==> config.mk <==
export PLATFORM = sky130hd
export DESIGN_NAME = rpn_front_flat
export DESIGN_NICKNAME = d
export VERILOG_FILES = /design/src/design/rpn_pkg.sv /design/src/design/rpn_if.sv /design/src/design/rpn_front.sv /design/src/flat_wrapper.sv
export SDC_FILE = /design/constraint.sdc
export NUM_CORES = 1
export LEC_CHECK = 0
export BUFFER_PORTS_ARGS = -buffer_cell sky130_fd_sc_hd__buf_2
export CORE_MARGIN = 4
export CORE_UTILIZATION = 48
export CTS_CLUSTER_SIZE = 8
export DETAILED_ROUTE_END_ITERATION = 8
export PLACE_DENSITY = 0.8
export SETUP_SLACK_MARGIN = 0.02
export SYNTH_ARGS = -nofsm -noshare
export SYNTH_HDL_FRONTEND = slang
export SYNTH_SLANG_ARGS = --single-unit
==> constraint.sdc <==
create_clock -name clk -period 3.5 [get_ports clk]
set_input_delay 0.175 -clock clk [delete_from_list [all_inputs] [get_ports clk]]
set_output_delay 0.175 -clock clk [all_outputs]
set_load 0.005 [all_outputs]
==> src/design/rpn_pkg.sv <==
`default_nettype none
// ----------------------------------------------------------------------------
// rpn_pkg: shared types, codes and constants of the RPN evaluator
// Token codes, error codes, command word, fixed-point constants and the
// CORDIC arctangent table.
// ----------------------------------------------------------------------------
package rpn_pkg;

	localparam int STACK_DEPTH  = 16;
	localparam int CORDIC_STEPS = 16;
	localparam int CNT_W        = $clog2(STACK_DEPTH + 1);
	localparam int ADDR_W       = $clog2(STACK_DEPTH);
	localparam int STEP_W       = $clog2(CORDIC_STEPS);

	// token kinds
	localparam logic [3:0] FN_CONST = 4'd0;
	localparam logic [3:0] FN_X     = 4'd1;
	localparam logic [3:0] FN_Y     = 4'd2;
	localparam logic [3:0] FN_Z     = 4'd3;
	localparam logic [3:0] FN_ADD   = 4'd4;
	localparam logic [3:0] FN_SUB   = 4'd5;
	localparam logic [3:0] FN_MUL   = 4'd6;
	localparam logic [3:0] FN_DIV   = 4'd7;
	localparam logic [3:0] FN_SIN   = 4'd8;
	localparam logic [3:0] FN_COS   = 4'd9;
	localparam logic [3:0] FN_TAN   = 4'd10;

	// error codes
	localparam logic [2:0] ERR_NONE    = 3'd0;
	localparam logic [2:0] ERR_BINARY  = 3'd1;
	localparam logic [2:0] ERR_UNARY   = 3'd2;
	localparam logic [2:0] ERR_UNKNOWN = 3'd3;
	localparam logic [2:0] ERR_SINGLE  = 3'd4;
	localparam logic [2:0] ERR_OVERFL  = 3'd5;
	localparam logic [2:0] ERR_DIV0    = 3'd6;

	// Q16 angle constants
	localparam logic signed [21:0] Q_TWO_PI  = 22'sd411775;
	localparam logic signed [21:0] Q_PI      = 22'sd205887;
	localparam logic signed [21:0] Q_HALF_PI = 22'sd102944;
	localparam logic signed [33:0] CORDIC_GAIN = 34'sd652032874;

	localparam logic signed [31:0] MAX32 = 32'sh7FFFFFFF;
	localparam logic signed [31:0] MIN32 = 32'sh80000000;

	typedef enum logic [1:0] {
		CL_PUSH,
		CL_BIN,
		CL_UNA,
		CL_BAD
	} cls_t;

	typedef struct packed {
		cls_t               cls;
		logic [3:0]         func;
		logic signed [31:0] value;
		logic               last;
	} cmd_t;

	function automatic logic signed [31:0] sat64(input logic signed [63:0] v);
		logic signed [31:0] r;
		if (v > 64'(MAX32))
			r = MAX32;
		else if (v < 64'(MIN32))
			r = MIN32;
		else
			r = v[31:0];
		return r;
	endfunction

	// magnitude of a signed 32-bit value, 2^31 included
	function automatic logic [31:0] mag32(input logic signed [31:0] a);
		logic [31:0] r;
		r = a[31] ? (~a + 32'd1) : a;
		return r;
	endfunction

	function automatic logic [31:0] atan_q30(input logic [4:0] i);
		logic [31:0] r;
		case (i)
			5'd0:  r = 32'd843314857;
			5'd1:  r = 32'd497837830;
			5'd2:  r = 32'd263043837;
			5'd3:  r = 32'd133525159;
			5'd4:  r = 32'd67021687;
			5'd5:  r = 32'd33543516;
			5'd6:  r = 32'd16775851;
			5'd7:  r = 32'd8388438;
			5'd8:  r = 32'd4194283;
			5'd9:  r = 32'd2097149;
			5'd10: r = 32'd1048576;
			5'd11: r = 32'd524288;
			5'd12: r = 32'd262144;
			5'd13: r = 32'd131072;
			5'd14: r = 32'd65536;
			5'd15: r = 32'd32768;
			5'd16: r = 32'd16384;
			5'd17: r = 32'd8192;
			5'd18: r = 32'd4096;
			5'd19: r = 32'd2048;
			5'd20: r = 32'd1024;
			5'd21: r = 32'd512;
			5'd22: r = 32'd256;
			5'd23: r = 32'd128;
			5'd24: r = 32'd64;
			5'd25: r = 32'd32;
			5'd26: r = 32'd16;
			5'd27: r = 32'd8;
			5'd28: r = 32'd4;
			5'd29: r = 32'd2;
			5'd30: r = 32'd1;
			default: r = 32'd0;
		endcase
		return r;
	endfunction

endpackage
`default_nettype wire

==> src/design/rpn_if.sv <==
`default_nettype none
// ----------------------------------------------------------------------------
// rpn_tok_if / rpn_res_if: token and result channels
// Valid/ready channels; a request moves at a clock edge with both high.
// ----------------------------------------------------------------------------
interface rpn_tok_if;
	logic               valid;
	logic               ready;
	logic [3:0]         func;
	logic signed [31:0] const_value;
	logic signed [31:0] coord_x;
	logic signed [31:0] coord_y;
	logic signed [31:0] coord_z;
	logic               last_token;

	modport source (output valid, func, const_value, coord_x, coord_y, coord_z,
		last_token, input ready);
	modport sink (input valid, func, const_value, coord_x, coord_y, coord_z,
		last_token, output ready);
endinterface

`default_nettype wire

==> src/design/rpn_front.sv <==
`default_nettype none
// ----------------------------------------------------------------------------
// rpn_front: token intake
// Classifies each token, picks its push operand and queues it (two entries).
// ----------------------------------------------------------------------------
module rpn_front import rpn_pkg::*; (
	input  wire logic  clk,
	input  wire logic  arst_n,
	rpn_tok_if.sink    tok,
	output cmd_t       cmd,
	output logic       cmd_valid,
	input  wire logic  cmd_take
);

	cmd_t       q_q [2];
	logic       wp_q;
	logic       rp_q;
	logic [1:0] cnt_q;
	cmd_t       in_cmd;
	logic       acc;

	always_comb begin
		in_cmd.func = tok.func;
		in_cmd.last = tok.last_token;
		case (tok.func)
			FN_X:    in_cmd.value = tok.coord_x;
			FN_Y:    in_cmd.value = tok.coord_y;
			FN_Z:    in_cmd.value = tok.coord_z;
			default: in_cmd.value = tok.const_value;
		endcase
		if (tok.func inside {FN_CONST, FN_X, FN_Y, FN_Z})
			in_cmd.cls = CL_PUSH;
		else if (tok.func inside {[FN_ADD:FN_DIV]})
			in_cmd.cls = CL_BIN;
		else if (tok.func inside {[FN_SIN:FN_TAN]})
			in_cmd.cls = CL_UNA;
		else
			in_cmd.cls = CL_BAD;
	end

	assign tok.ready = (cnt_q != 2'd2);
	assign acc       = tok.valid && tok.ready;
	assign cmd       = q_q[rp_q];
	assign cmd_valid = (cnt_q != 2'd0);

	always_ff @(posedge clk) begin
		if (acc)
			q_q[wp_q] <= in_cmd;
	end

	always_ff @(posedge clk or negedge arst_n) begin
		if (!arst_n) begin
			wp_q  <= 1'b0;
			rp_q  <= 1'b0;
			cnt_q <= 2'd0;
		end else begin
			if (acc)
				wp_q <= ~wp_q;
			if (cmd_take)
				rp_q <= ~rp_q;
			cnt_q <= cnt_q + 2'(acc) - 2'(cmd_take);
		end
	end

endmodule
`default_nettype wire

==> src/flat_wrapper.sv <==
// flat-port wrapper written by rule: the top's interface ports become plain ports
module rpn_front_flat import rpn_pkg::*;
  (clk, arst_n, cmd, cmd_valid, cmd_take, tok_valid, tok_func, tok_const_value, tok_coord_x, tok_coord_y, tok_coord_z, tok_last_token, tok_ready);
  rpn_tok_if tok_i ();
  input  wire logic clk;
  input  wire logic arst_n;
  output cmd_t cmd;
  output logic cmd_valid;
  input  wire logic cmd_take;
  input wire logic [$bits(tok_i.valid)-1:0] tok_valid;
  input wire logic [$bits(tok_i.func)-1:0] tok_func;
  input wire logic [$bits(tok_i.const_value)-1:0] tok_const_value;
  input wire logic [$bits(tok_i.coord_x)-1:0] tok_coord_x;
  input wire logic [$bits(tok_i.coord_y)-1:0] tok_coord_y;
  input wire logic [$bits(tok_i.coord_z)-1:0] tok_coord_z;
  input wire logic [$bits(tok_i.last_token)-1:0] tok_last_token;
  output wire logic [$bits(tok_i.ready)-1:0] tok_ready;
  assign tok_i.valid = tok_valid;
  assign tok_i.func = tok_func;
  assign tok_i.const_value = tok_const_value;
  assign tok_i.coord_x = tok_coord_x;
  assign tok_i.coord_y = tok_coord_y;
  assign tok_i.coord_z = tok_coord_z;
  assign tok_i.last_token = tok_last_token;
  assign tok_ready = tok_i.ready;
  rpn_front u_core (.clk(clk), .arst_n(arst_n), .tok(tok_i), .cmd(cmd), .cmd_valid(cmd_valid), .cmd_take(cmd_take));
endmodule
### Word level (Yosys, flattened, before mapping)

Memory sizes are Yosys's and may differ from the RTL's.
Cells that the tools add are included.

| storage, ports and cells | value |
|---|---|
| bits of input ports | 137 |
| flip-flop bits (word level) | 4 |
| memories kept | 1 |
| output and inout bits | 41 |
| RAM bits | 78 |

Memories:

| memory | words | bits a word | read ports | clocked after Yosys merged registers in | wr ports | line | RTL |
|---|---|---|---|---|---|---|---|
| u_core.q_q | 2 | 39 | 1 | 0 | 1 | rpn_front.sv:15 | `cmd_t q_q [2];` |

| cells by class | value |
|---|---|
| $lt $le $gt $ge | 4 |
| muxes and demuxes | 6 |
| bitwise operators | 2 |
| equal/unequal tests | 4 |
| reduce and logical (&&, ||, !) cells | 6 |
| $add $sub $neg | 2 |

Operators with widths:

| kind | number |
|---|---|
| $pmux W32 S3 | 1 |
| $eq A4 B2 Y1 const B | 2 |
| $eq A4 B1 Y1 const B | 1 |
| $ge A4 B3 Y1 const B | 1 |
| $ge A4 B4 Y1 const B | 1 |
| $le A4 B3 Y1 const B | 1 |
| $le A4 B4 Y1 const B | 1 |
| $logic_not A4 Y1 | 1 |
| $mux W2 | 2 |
| $reduce_bool A4 Y1 | 1 |
| $logic_and A1 B1 Y1 | 3 |
| $mux W1 | 3 |
| $add A2 B1 Y2 | 1 |
| $ne A2 B2 Y1 const B | 1 |
| $not A1 Y1 | 2 |
| $reduce_bool A2 Y1 | 1 |
| $sub A2 B1 Y2 | 1 |

### Depth between registers and ports, before layout

| depth | value |
|---|---|
| depth in word-level cells | 5 |
| gate-level depth with buffers | 6 |
| depth with buffers taken out | 6 |

### Least setup slack after synthesis

OpenSTA, ideal clock, no wires.

| path | value |
|---|---|
| path type | register -> register |
| start | register u_core.cnt_q[1] |
| end | memory u_core.q_q[0][0] (netlist name), enable pin |
| data arrival time | 2253 ps |
| clock period less this slack | 2688 ps |
| slack | 812 ps |
| cell stages (with the launch flop) | 4 |
| setup time | 435 ps |
| required time | 3065 ps |
| cells stage by stage | dfrtp_1 > nand2b_1 > nand2_1 > nor2_1 |

| on the way | value |
|---|---|
| cells in the longest elaborated chain, start to end | 4 |

RTL lines:

| element | line | RTL |
|---|---|---|
| start: declaration | rpn_front.sv:18 | `logic [1:0] cnt_q;` |
| start signal: assignment | rpn_front.sv:61 | `cnt_q <= cnt_q + 2'(acc) - 2'(cmd_take);` |
| $ne A2 B2 Y1 | rpn_front.sv:41 | `assign tok.ready = (cnt_q != 2'd2);` |
| named net tok_ready | flat_wrapper.sv:17 | `output wire logic [$bits(tok_i.ready)-1:0] tok_ready;` |
| $logic_and A1 B1 Y1 | rpn_front.sv:42 | `assign acc = tok.valid && tok.ready;` |
| $mux W1 | rpn_front.sv:47 | `if (acc)` |
| $mux W1 (implied by the code) | rpn_front.sv:48 | `q_q[wp_q] <= in_cmd;` |
| end: declaration | rpn_front.sv:15 |  |

The timed path passes the listed nets, and every way through them passes these cells.

==> parameters.txt <==
Parameter                              Value

Job
  Reported max-cap violation count    0

Layout
  Number of non-filler instances in the completed layout    550
  Number of diodes added for antenna fixing    0
  Fill cell instance count of the final layout    677
  Post-route design area    0.005500 mm²
  Net count, final    576
  Area growth from synthesis to final layout    29.52%
  Share of post-route cells with drive strength above 1    0.6041

Critical path
  Worst Path Arrival    1.95 ns
  Largest stage delay on the critical path    1.01 ns
  Worst path buffer plus inverter count    1
  CP max FO    40
  CP delay by family, top    flip-flops
  Startpoint kind of the worst setup timing path    register
  Worst-path cell chain    mux2_1, buf_2
  Kind of capture point of the worst setup path    output port
  Slowest cell on the critical path    sky130_fd_sc_hd__dfrtp_2
  Worst path required time    3.32 ns
  Critical path start-end classification    register to output port

Clock tree
  Clock transition time at the flip-flop clock pins of the worst setup and hold paths    0.09 ns
  Maximum root-to-sink buffer count    2
  Inserted Clock Buffers    9
  TritonCTS clock tree    done
  Clock Root Buffer    sky130_fd_sc_hd__clkbuf_8
  Sinks on Clock Net    82
  Post-cts repair resize count    0
  Number of setup buffers added after CTS    0
  H-tree levels    3
  Insertion delay to the later sink of the worst-skew pair    0.35 ns

Power and ir drop
  Clock share of power    0.257
  Overall power consumption    0.003261 W
  Sequential fraction of design power    0.464
  Power density over the cells    592.9 mW/mm²
  Power share of the combinational group    0.279
  Switching Share    0.2818
  Lkg Pwr    2.348 nW
  Worst supply voltage drop on vdd    0.3630 mV
  Switch Pwr    0.0009190 W
  Internal Pwr Total    0.002342 W

Outcome
  Result of the run    finished, final reports clean

Floorplanning
  Die area    0.01042 mm²
  Die boundary width    102.1 µm
  Site row count    34
  Core area    0.008678 mm²
  Vertical die dimension    102.1 µm
  I/O pin total    178
  Initial Utilization    0.4893

STA
  Slew HR    0.3477
  Slew Limit Fails    0
  Unrepaired setup endpoints after global routing    no
  Count of endpoints failing hold in the final timing report    0
  Share of the clock period used by the worst path    0.6064
  Post-Route Setup TNS    0 ns
  Final setup fails    0
  Minimum clock period    2.122 ns
  Setup Skew    0.009608 ns
  Pin slew with the least headroom to its limit    0.9785 ns
  Fmax achieved    471.2 MHz

Global routing
  Initial antenna violation count    0
  Global route overflow    0
  Global router's overall resource usage    0.1906
  Largest net degree at the start of global routing    41
  Number of global-route vias before repair    3207
  Wire length of the first global-routing pass    15010 µm

Logic synthesis
  Number of synthesized flops with an enable pin    78
  Top area cells in the synthesized netlist    sky130_fd_sc_hd__edfxtp_1, sky130_fd_sc_hd__mux2_1, sky130_fd_sc_hd__mux2_2
  Commonest register cell after synthesis    sky130_fd_sc_hd__edfxtp_1
  Cell type with the largest total area after synthesis    sky130_fd_sc_hd__edfxtp_1
  Total of flip-flops plus latches after synthesis    82
  Dominant cell by count in the synthesized netlist    sky130_fd_sc_hd__edfxtp_1
  Syn Nets    398
  Combined area of all synthesized cells    0.004247 mm²
  Fraction of post-synthesis cell area in the top cell type by area    0.5516
  Number of instances in the synthesized netlist    259
  Ys Warns    0
  Fraction of registers with async set/reset    0.04878
  Cell variety after synth    31
  Average size of a mapped cell    16.40 µm²
  Top cells by count, synth    sky130_fd_sc_hd__edfxtp_1, sky130_fd_sc_hd__mux2_1, sky130_fd_sc_hd__mux2_2
  Seq/Total Area, Yosys    0.5751

Placement
  Number of buffers inserted by port buffering    177
  Number of instances in the placed design    531
  Final weighted congestion in routability-driven placement    0.8013
  Post-Place Cell Area    0.005219 mm²
  Detailed-placement wirelength estimate    7137 µm

Routing
  DRC violations left    0
  Via density per instance    5.271
  Antenna violation net count after detailed routing    0
  Total wirelength of the detailed-routed design    10010 µm
  Detail-routed net length per standard cell    18.20 µm
  Via Count    2899
  Initial DRC Count    89
  Initial DRT Pass Iterations    4

Hold path
  Hold Crit Class    primary input to register
what timing repair did:
item / 4_1_cts / 5_1_grt
hold buffers: 2 / 1
setup endpoints to repair: 0 / 0
hold endpoints to repair: 6 / 1
worst register-to-register path: cells and delay by family (launching register included):
family	cells	cell delay, ns
flip-flops	1	0.41
AND/OR/NAND/NOR	3	0.81
buffers and inverters	1	0.40
final timing paths:
| check | slack (ns) | cells past startpoint | end | start |
|---|---|---|---|---|
| max in group asynchronous | 3.23 | 2 | u_core.rp_q | arst_n |
| hold / removal | 0.14 | 2 | u_core.q_q[0][7] | tok_const_value[6] |
| setup reg to reg | 1.56 | 4 | u_core.q_q[0][27] | u_core.cnt_q[1] |
| min in group asynchronous | 0.15 | 2 | u_core.cnt_q[1] | arst_n |
| setup / recovery | 1.38 | 2 | cmd[20] | u_core.rp_q |
| hold reg to reg | 0.59 | 1 | u_core.wp_q | u_core.wp_q |
cells by family (layout without fill, tap and decap cells):
| logic type | after synthesis | after routing | synth area share |
|---|---|---|---|
| multiplexers | 102 | 102 | 0.2923 |
| adder cells (fa/ha/maj) | 2 | 2 | 0.005892 |
| XOR/XNOR | 4 | 4 | 0.008251 |
| flip-flops | 82 | 82 | 0.5751 |
| AO/OA/AOI/OAI | 36 | 36 | 0.07454 |
| AND/OR/NAND/NOR | 11 | 11 | 0.01473 |
| buffers and inverters | 22 | 205 | 0.02916 |
cells in the final DEF (no fill, tap or decap):
master / count
sky130_fd_sc_hd__clkbuf_8: 10
sky130_fd_sc_hd__xor2_1: 1
sky130_fd_sc_hd__nand2_1: 1
sky130_fd_sc_hd__buf_2: 177
sky130_fd_sc_hd__mux2_4: 25
sky130_fd_sc_hd__a2111o_1: 1
sky130_fd_sc_hd__a22o_1: 31
sky130_fd_sc_hd__xnor2_1: 3
sky130_fd_sc_hd__clkinvlp_4: 2
sky130_fd_sc_hd__nor3_1: 1
sky130_fd_sc_hd__bufinv_16: 3
sky130_fd_sc_hd__a21oi_1: 1
sky130_fd_sc_hd__mux2_2: 36
sky130_fd_sc_hd__buf_4: 6
sky130_fd_sc_hd__clkinv_4: 1
sky130_fd_sc_hd__a31o_1: 1
sky130_fd_sc_hd__nor2_4: 1
sky130_fd_sc_hd__ha_1: 2
sky130_fd_sc_hd__and3_2: 1
sky130_fd_sc_hd__a2bb2oi_2: 1
sky130_fd_sc_hd__mux2_1: 40
sky130_fd_sc_hd__nor3_4: 1
sky130_fd_sc_hd__nor2_1: 2
sky130_fd_sc_hd__dlygate4sd3_1: 3
sky130_fd_sc_hd__edfxtp_1: 78
sky130_fd_sc_hd__dfrtp_1: 3
sky130_fd_sc_hd__mux2i_1: 1
sky130_fd_sc_hd__nor2b_2: 1
sky130_fd_sc_hd__o21ai_0: 1
sky130_fd_sc_hd__dfrtp_2: 1
sky130_fd_sc_hd__or2_2: 1
sky130_fd_sc_hd__nor3b_1: 1
sky130_fd_sc_hd__inv_1: 3
sky130_fd_sc_hd__nand2b_1: 1
final cells by class:
cell class	instances	area [µm²]	area share
Clock inverter	6	113.9	0.02070
Multi-Input combinational cell	155	1698	0.3087
Inverter	3	11.26	0.002047
Clock buffer	10	137.6	0.02502
Sequential cell	82	2444	0.4443
Tap cell	108	135.1	0.02457
Timing Repair Buffer	186	960.9	0.1747
power by group through the flow:
stage	Clock [W]	Sequential, W	Combinational [W]
floorplan	0	0.00143	0.000596
global placement	0	0.00152	0.000912
detailed placement	0	0.00154	0.000925
global route	0.000901	0.00154	0.00100
finish	0.000838	0.00151	0.000910
CTS	0.000857	0.00152	0.000934
sequential cells by signal, summed over array words and instances, names as in the netlist:
register,flops
u_core.q_q,78
u_core.cnt_q,2
u_core.rp_q,1
u_core.wp_q,1
per-stage QoR:
step	utilization	hold slack (ns)	setup slack (ns)
2_1_floorplan	-	-0.1206	0.8120
3_3_place_gp	0.6014	-0.01893	1.284
3_5_place_dp	0.6014	-0.01749	1.196
4_1_cts	0.6326	0.0005238	1.320
5_1_grt	0.6338	0.1179	1.262
6_report	0.6338	0.1379	1.378
layer usage:
layer | vias up | wire, µm | track usage
li1 | 1377 | - | -
met1 | 1392 | 3940 | 0.2116
met2 | 118 | 5204 | 0.3528
met3 | 12 | 735 | 0.04505
met4 | 0 | 132 | 0.07064
met5 | - | 0 | 0
Power figures use the tool's default switching activity.
